--- config.mk ---
export PLATFORM = sky130hd
export DESIGN_NAME = event_slot_table_unit
export DESIGN_NICKNAME = d
export VERILOG_FILES = /design/src/design/evst_pkg.sv /design/src/design/event_slot_table_unit.sv /design/src/design/evst_slots.sv
export SDC_FILE = /design/constraint.sdc
export NUM_CORES = 2
export LEC_CHECK = 0
export ABC_AREA = 1
export BUFFER_PORTS_ARGS = -buffer_cell sky130_fd_sc_hd__buf_2
export CAP_MARGIN = 20
export CORE_MARGIN = 5
export CORE_UTILIZATION = 35
export CTS_CLUSTER_SIZE = 40
export DETAILED_ROUTE_END_ITERATION = 12
export PLACE_DENSITY = 0.56
export SLEW_MARGIN = 20
export SYNTH_ARGS = -nofsm -noshare
export SYNTH_HDL_FRONTEND = slang
export SYNTH_SLANG_ARGS = --single-unit
export TNS_END_PERCENT = 10
--- constraint.sdc ---
create_clock -name clk -period 10 [get_ports clk]
set_input_delay 2 -clock clk [delete_from_list [all_inputs] [get_ports clk]]
set_output_delay 2 -clock clk [all_outputs]
set_load 0.01 [all_outputs]
--- src/design/evst_pkg.sv ---
// shared types and constants of the event slot table
package evst_pkg;

  localparam int SLOT_COUNT_DEF = 16;
  localparam int KIND_W         = 3;
  localparam int CLASS_W        = 32;
  localparam int SPEC_W         = 32;
  localparam int MODE_W         = 16;
  localparam int HANDLE_W       = 8;
  localparam int NEW_HANDLE_W   = 5;
  localparam int FIRED_W        = 16;

  localparam logic [MODE_W-1:0] MASK_RESET = 16'h1000;

  typedef enum logic [KIND_W-1:0] {
    KIND_OPEN      = 3'd0,
    KIND_CLOSE     = 3'd1,
    KIND_TEST      = 3'd2,
    KIND_DELIVER   = 3'd3,
    KIND_UNDELIVER = 3'd4
  } kind_t;

  // one registered operation toward the slot table
  typedef struct packed {
    logic                valid;
    logic [KIND_W-1:0]   kind;
    logic [CLASS_W-1:0]  event_class;
    logic [SPEC_W-1:0]   event_spec;
    logic [MODE_W-1:0]   event_mode;
    logic                has_callback;
    logic [HANDLE_W-1:0] handle;
  } req_t;

  // answer of the slot table for that operation
  typedef struct packed {
    logic [NEW_HANDLE_W-1:0] new_handle;
    logic                    table_full;
    logic                    test_hit;
    logic [FIRED_W-1:0]      fired_mask;
  } rsp_t;

endpackage

--- src/design/event_slot_table_unit.sv ---
// top level of the event slot table: input register, slot table, result register
//
//   channel   ports                                   flow control
//   input     start, busy, in_*                       transfer when start && !busy
//   result    out_valid, out_*                        one-cycle strobe, no back-pressure
//   config    cfg_we, cfg_wdata                       write when cfg_we, no wait
//
// one transfer per cycle is sustained while busy is low; the result of a
// transfer goes through the input register, then takes one pass through the
// slot table into the result register
// the slot table update lands at the same edge that captures the next item,
// so back-to-back items always see the updated table
// synchronous reset clears all slot marks and the mode mask goes to 0x1000;
// busy is set during reset and clears at the first clock edge that samples rst_n high
// the receiver cannot stall, so busy never rises during normal operation
module event_slot_table_unit
  import evst_pkg::*;
#(
  parameter int SLOT_COUNT = SLOT_COUNT_DEF
) (
  input  logic                    clk,
  input  logic                    rst_n,
  // input channel
  input  logic                    start,
  output logic                    busy,
  input  logic [KIND_W-1:0]       in_kind,
  input  logic [CLASS_W-1:0]      in_event_class,
  input  logic [SPEC_W-1:0]       in_event_spec,
  input  logic [MODE_W-1:0]       in_event_mode,
  input  logic                    in_has_callback,
  input  logic [HANDLE_W-1:0]     in_handle,
  // result channel
  output logic                    out_valid,
  output logic [NEW_HANDLE_W-1:0] out_new_handle,
  output logic                    out_table_full,
  output logic                    out_test_hit,
  output logic [FIRED_W-1:0]      out_fired_mask,
  // configuration
  input  logic                    cfg_we,
  input  logic [MODE_W-1:0]       cfg_wdata
);

  logic        busy_r;
  logic [MODE_W-1:0] mask_r;
  req_t        req_r, req_nxt;
  rsp_t        rsp;
  logic        out_valid_r;
  rsp_t        rsp_r;

  // busy only covers the reset window
  always_ff @(posedge clk) begin
    if (!rst_n) begin
      busy_r <= 1'b1;
    end else begin
      busy_r <= 1'b0;
    end
  end

  assign busy = busy_r;

  // interrupt mode mask register
  always_ff @(posedge clk) begin
    if (!rst_n) begin
      mask_r <= MASK_RESET;
    end else if (cfg_we) begin
      mask_r <= cfg_wdata;
    end
  end

  // input register: capture the item on a transfer
  always_comb begin
    req_nxt.valid        = start && !busy_r;
    req_nxt.kind         = in_kind;
    req_nxt.event_class  = in_event_class;
    req_nxt.event_spec   = in_event_spec;
    req_nxt.event_mode   = in_event_mode;
    req_nxt.has_callback = in_has_callback;
    req_nxt.handle       = in_handle;
  end

  // only the valid flag is reset, the payload half needs none
  always_ff @(posedge clk) begin
    if (!rst_n) begin
      req_r.valid <= 1'b0;
    end else begin
      req_r.valid <= req_nxt.valid;
    end
    req_r.kind         <= req_nxt.kind;
    req_r.event_class  <= req_nxt.event_class;
    req_r.event_spec   <= req_nxt.event_spec;
    req_r.event_mode   <= req_nxt.event_mode;
    req_r.has_callback <= req_nxt.has_callback;
    req_r.handle       <= req_nxt.handle;
  end

  // one pass through the table: match, free search and state update
  evst_slots #(
    .SLOT_COUNT (SLOT_COUNT)
  ) u_slots (
    .clk      (clk),
    .rst_n    (rst_n),
    .req      (req_r),
    .irq_mask (mask_r),
    .rsp      (rsp)
  );

  // result register, strobed for one cycle per transfer
  always_ff @(posedge clk) begin
    if (!rst_n) begin
      out_valid_r <= 1'b0;
    end else begin
      out_valid_r <= req_r.valid;
    end
  end

  always_ff @(posedge clk) begin
    rsp_r <= rsp;
  end

  assign out_valid      = out_valid_r;
  assign out_new_handle = rsp_r.new_handle;
  assign out_table_full = rsp_r.table_full;
  assign out_test_hit   = rsp_r.test_hit;
  assign out_fired_mask = rsp_r.fired_mask;

endmodule

--- src/design/evst_slots.sv ---
// slot storage with parallel match, free-slot search and state update
module evst_slots
  import evst_pkg::*;
#(
  parameter int SLOT_COUNT = SLOT_COUNT_DEF
) (
  input  logic              clk,
  input  logic              rst_n,
  input  req_t              req,
  input  logic [MODE_W-1:0] irq_mask,
  output rsp_t              rsp
);

  localparam int IDX_W = (SLOT_COUNT > 1) ? $clog2(SLOT_COUNT) : 1;
  localparam logic [HANDLE_W:0] SLOT_LIMIT = (HANDLE_W+1)'(SLOT_COUNT);

  logic [SLOT_COUNT-1:0] used_r, used_nxt;
  logic [SLOT_COUNT-1:0] pend_r, pend_nxt;
  logic [SLOT_COUNT-1:0] cb_r, cb_nxt;
  logic [CLASS_W-1:0]    class_r [SLOT_COUNT];
  logic [SPEC_W-1:0]     spec_r  [SLOT_COUNT];
  logic [MODE_W-1:0]     mode_r  [SLOT_COUNT];

  logic [SLOT_COUNT-1:0] match;
  logic [SLOT_COUNT-1:0] fire;
  logic                  free_found;
  logic [IDX_W-1:0]      free_idx;
  logic [IDX_W:0]        handle_full;
  logic                  in_range;
  logic [HANDLE_W-1:0]   handle_m1;
  logic [IDX_W-1:0]      idx;
  logic                  wr_open;

  always_comb begin
    for (int i = 0; i < SLOT_COUNT; i++) begin
      match[i] = used_r[i] && (class_r[i] == req.event_class) &&
                 (spec_r[i] == req.event_spec);
      fire[i]  = match[i] && (|(mode_r[i] & irq_mask)) && cb_r[i];
    end
  end

  // lowest free slot
  always_comb begin
    free_found = ~&used_r;
    free_idx   = '0;
    for (int i = SLOT_COUNT - 1; i >= 0; i--) begin
      if (!used_r[i]) begin
        free_idx = IDX_W'(i);
      end
    end
  end

  assign handle_full = (IDX_W+1)'(free_idx) + 1'b1;
  assign in_range    = (req.handle != '0) && ({1'b0, req.handle} <= SLOT_LIMIT);
  assign handle_m1   = req.handle - 1'b1;
  assign idx         = handle_m1[IDX_W-1:0];

  always_comb begin
    used_nxt = used_r;
    pend_nxt = pend_r;
    cb_nxt   = cb_r;
    wr_open  = 1'b0;
    rsp      = '0;
    if (req.valid) begin
      unique case (kind_t'(req.kind))
        KIND_OPEN: begin
          if (free_found) begin
            used_nxt[free_idx] = 1'b1;
            pend_nxt[free_idx] = 1'b0;
            cb_nxt[free_idx]   = req.has_callback;
            wr_open            = 1'b1;
            rsp.new_handle     = NEW_HANDLE_W'(handle_full);
          end else begin
            rsp.table_full = 1'b1;
          end
        end
        KIND_CLOSE: begin
          if (in_range) begin
            used_nxt[idx] = 1'b0;
            cb_nxt[idx]   = 1'b0;
          end
        end
        KIND_TEST: begin
          if (in_range && used_r[idx] && pend_r[idx]) begin
            pend_nxt[idx] = 1'b0;
            rsp.test_hit  = 1'b1;
          end
        end
        KIND_DELIVER: begin
          pend_nxt       = pend_r | match;
          rsp.fired_mask = FIRED_W'(fire);
        end
        KIND_UNDELIVER: begin
          pend_nxt = pend_r & ~match;
        end
        default: begin
        end
      endcase
    end
  end

  always_ff @(posedge clk) begin
    if (!rst_n) begin
      used_r <= '0;
      pend_r <= '0;
      cb_r   <= '0;
    end else begin
      used_r <= used_nxt;
      pend_r <= pend_nxt;
      cb_r   <= cb_nxt;
    end
  end

  // slot payload, written only by open
  always_ff @(posedge clk) begin
    for (int i = 0; i < SLOT_COUNT; i++) begin
      if (wr_open && (free_idx == IDX_W'(i))) begin
        class_r[i] <= req.event_class;
        spec_r[i]  <= req.event_spec;
        mode_r[i]  <= req.event_mode;
      end
    end
  end

endmodule

==> impl_results.md <==
- Status: complete, no violations
- Starting Density: 35.2%
- Mapped Area: 66,200 um^2
- Gr ovfl total: 0
- Clock transition at path regs: 60 ps
- Switching share of power: 25.2%
- Drt wl/cell: 33.6 um
- DRT Pass-1 Iters: 6
- Final setup violating endpoints: 0
- CTS buffer count: 165
- GRT Total Usage: 29.9%
- I/O Buffers: 136
- Crit share post-route: 44.0%
- Achievable Freq: 0.227 GHz
- Vias/cell: 5.89
- Worst stage delay on the critical path: 760 ps
- Crit Path Class: flop to flop
- Fin. max-slew vios: 0
- # hold bufs at CTS: 0
- Slowest cell on crit path: buf_4
- Max Cap Viol: 0
- CP Cell Sequence: inv_1 > nor4_4 > nand2_2 > nor2_1 > nor2_1 > clkinv_1 > buf_4 > nor2_4 > buf_4
- Max H-tree Level: 4
- Worst rel slew slack: 23.5%
- Switch Pwr: 3.60 mW
- Peak supply drop: 192 uV
- Setup crit end kind: flop
- Warning count from the yosys run: 0
- Worst hold slack: 419 ps
- DRC viols: 0
- Flops & latches, synth: 1,462
- Core ar.: 188,000 um^2
- Comb pwr share: 7.4%
- Sequential area share after synthesis: 63.6%
- Share of power burned in registers: 47.3%
- Number of synthesized flops with an enable pin: 1,280
- Overall power: 14.2 mW
- Antenna Violating Nets Remaining: 0
- FFs w/ async S/R, synth: 0%
- CTS tree: done
- First-pass GRT wire length: 409,000 um
- Worst hold path type: flop to flop
- Minimum clock period: 4400 ps
- Unique masters post-synth: 63
- Initial DRC count: 9,295
- RSZ-0062 raised after global routing: false
- Final wirelength: 305,000 um
- Final hold viol count: 0
- Max Root-Sink Buffers: 3
- Placed instance area: 70,400 um^2
- Clk root buf: clkbuf_16
- Worst-Skew Late Latency: 840 ps
- DIE HEIGHT: 445 um
- Final Wtd Congestion: 0.999
- Leakage: 27.6 nW
- Area growth syn-to-layout: 15.2%
- Int Pwr: 10.6 mW
- Boundary pin count: 137
- DR vias: 53,500
- Post-Synthesis Net Count: 6,295
- Synth Area per Inst: 10.7 um^2
- Cell row count: 159
- Crit path DAT: 4870 ps
- Die ar.: 198,000 um^2
- Layout Skew: 53.9 ps
- Post-Synthesis Cells: 6,178
- Antenna violations before repair: 40
- Vias in the first global route: 49,800
- CTS resizes: 0
- Post-DP HPWL: 200,000 um
- Power density over the cells: 187 nW/um^2
- Worst Path Required: 10,470 ps
- DIE WIDTH: 445 um
- Fillers: 18,000
- Delay-heaviest family, CP: buffers and inverters
- Pin count of the biggest net entering global routing: 81
- Startpoint Class: flop
- Final setup TNS: 0 ps
- Crit path buffers/inverters: 4
- Share of layout cells above drive strength 1: 14.1%
- Buffers inserted by post-CTS timing repair: 0
- Crit Path Max Fanout: 64
- Final nets: 6,549
- CTS Sinks: 1,462
- Clock power share: 45.3%
- Post-route cell area: 76,200 um^2
- Top FF cell, synth: edfxtp_1
- Measured slew at the worst slew-check pin: 1140 ps
[per-stage QoR]
stage	util, %	setup WS (ps)	std cells
after CTS	40.5	5620	9066
after global routing	40.5	5500	9067
final	40.5	5600	9084
after floorplan	-	4690	6178
after global placement	37.4	5730	8759
after detailed placement	37.5	5640	8759
[layer usage]
metal	vias to the layer above	GRT usage, %	wire length (um)	share of wire [%]
li1	22400	-	-	-
met1	26400	40.8	119000	39
met2	3953	43.2	127000	42
met3	763	7.74	39000	13
met4	12	17.0	19900	6.5
met5	-	0	70	0.023
[area by class of cell]
class                           instances  area [um^2]  area share (%)
Sequential cell                      1462        42200            55.3
Multi-Input combinational cell       3937        21000            27.6
Clock buffer                          227         4610            6.05
Tap cell                             2495         3120            4.10
Timing Repair Buffer                  318         2080            2.73
Inverter                              548         2060            2.70
Clock inverter                         80         1140            1.49
Antenna cell                           17         42.5          0.0558
[Yosys cell counts, types with 28 or more instances]
cell | n | area [um^2]
a211oi_1 | 30 | 225
a21oi_1 | 64 | 320
a221oi_1 | 64 | 561
a22o_1 | 75 | 657
buf_2 | 110 | 551
buf_4 | 28 | 210
clkbuf_1 | 85 | 319
dfxtp_1 | 182 | 3640
edfxtp_1 | 1280 | 38400
inv_1 | 516 | 1940
nand2_1 | 1138 | 4270
nand3_1 | 200 | 1000
nand4_1 | 283 | 1770
nor2_1 | 682 | 2560
nor3_1 | 155 | 776
nor3b_1 | 32 | 240
nor4_1 | 171 | 1070
o2111ai_1 | 51 | 447
o21ai_0 | 239 | 1200
o22ai_1 | 85 | 532
or2_2 | 233 | 1460
xnor2_1 | 112 | 981
xor2_1 | 206 | 1800
[registers in the layout, summed over array words and instances (netlist names)]
| register | flops |
|---|---|
| busy | 1 |
| mask_r | 16 |
| out_fired_mask | 16 |
| out_new_handle | 5 |
| out_table_full | 1 |
| out_test_hit | 1 |
| out_valid | 1 |
| req_r | 93 |
| u_slots.cb_r | 16 |
| u_slots.class_r | 512 |
| u_slots.mode_r | 256 |
| u_slots.pend_r | 16 |
| u_slots.spec_r | 512 |
| u_slots.used_r | 16 |
[worst reg2reg max path: stages (launching register included)]
cell and delay [ps]:
dfxtp_1 490, inv_1 500, nor4_4 140, nand2_2 160
nor2_1 80, nor2_1 280, clkinv_1 430, buf_4 390
nor2_4 680, buf_4 770
[path summary, 6_finish.rpt]
check,from,end,slack (ps),cells past startpoint
worst max-delay path,u_slots.used_r[4],u_slots.class_r[1][152],5600,9
worst min-delay path,busy,req_r[92],420,1
worst max register to register,u_slots.used_r[4],u_slots.class_r[1][152],5600,9
worst min register to register,busy,req_r[92],420,1
[cell usage in the layout, fill, tap and decap left out, types with 85 or more instances in the layout]
cell type,n
edfxtp_1,1280
nand2_1,1138
nor2_1,666
inv_1,509
nand4_1,283
o21ai_0,239
or2_2,233
xor2_1,206
nand3_1,200
buf_4,178
nor4_1,170
clkbuf_16,168
nor3_1,155
buf_2,136
dfxtp_1,118
xnor2_1,112
o22ai_1,85
[power groups by stage]
stage / Clock (mW) / Sequential, mW / Combinational, mW
6_report: 6.45 / 6.73 / 1.06
2_1_floorplan: 0 / 6.83 / 0.444
3_3_place_gp: 0 / 6.86 / 1.01
4_1_cts: 6.51 / 6.73 / 1.01
3_5_place_dp: 0 / 6.86 / 1.01
5_1_grt: 6.77 / 6.73 / 1.07
[kinds of logic (layout without fill, tap and decap cells)]
| family | after synthesis | count (layout) | share of synthesized area, % |
|---|---|---|---|
| adders and majority gates | 5 | 5 | 0.0946 |
| DFF | 1462 | 1462 | 63.6 |
| other | 0 | 17 | 0 |
| buffers and inverters | 779 | 1173 | 4.85 |
| and+or+nand+nor | 2959 | 2959 | 20.7 |
| xor gates and xnor gates | 318 | 318 | 4.21 |
| AOI/OAI and AO/OA | 655 | 655 | 6.56 |
Note: power is estimated with default switching activity, not from simulation.
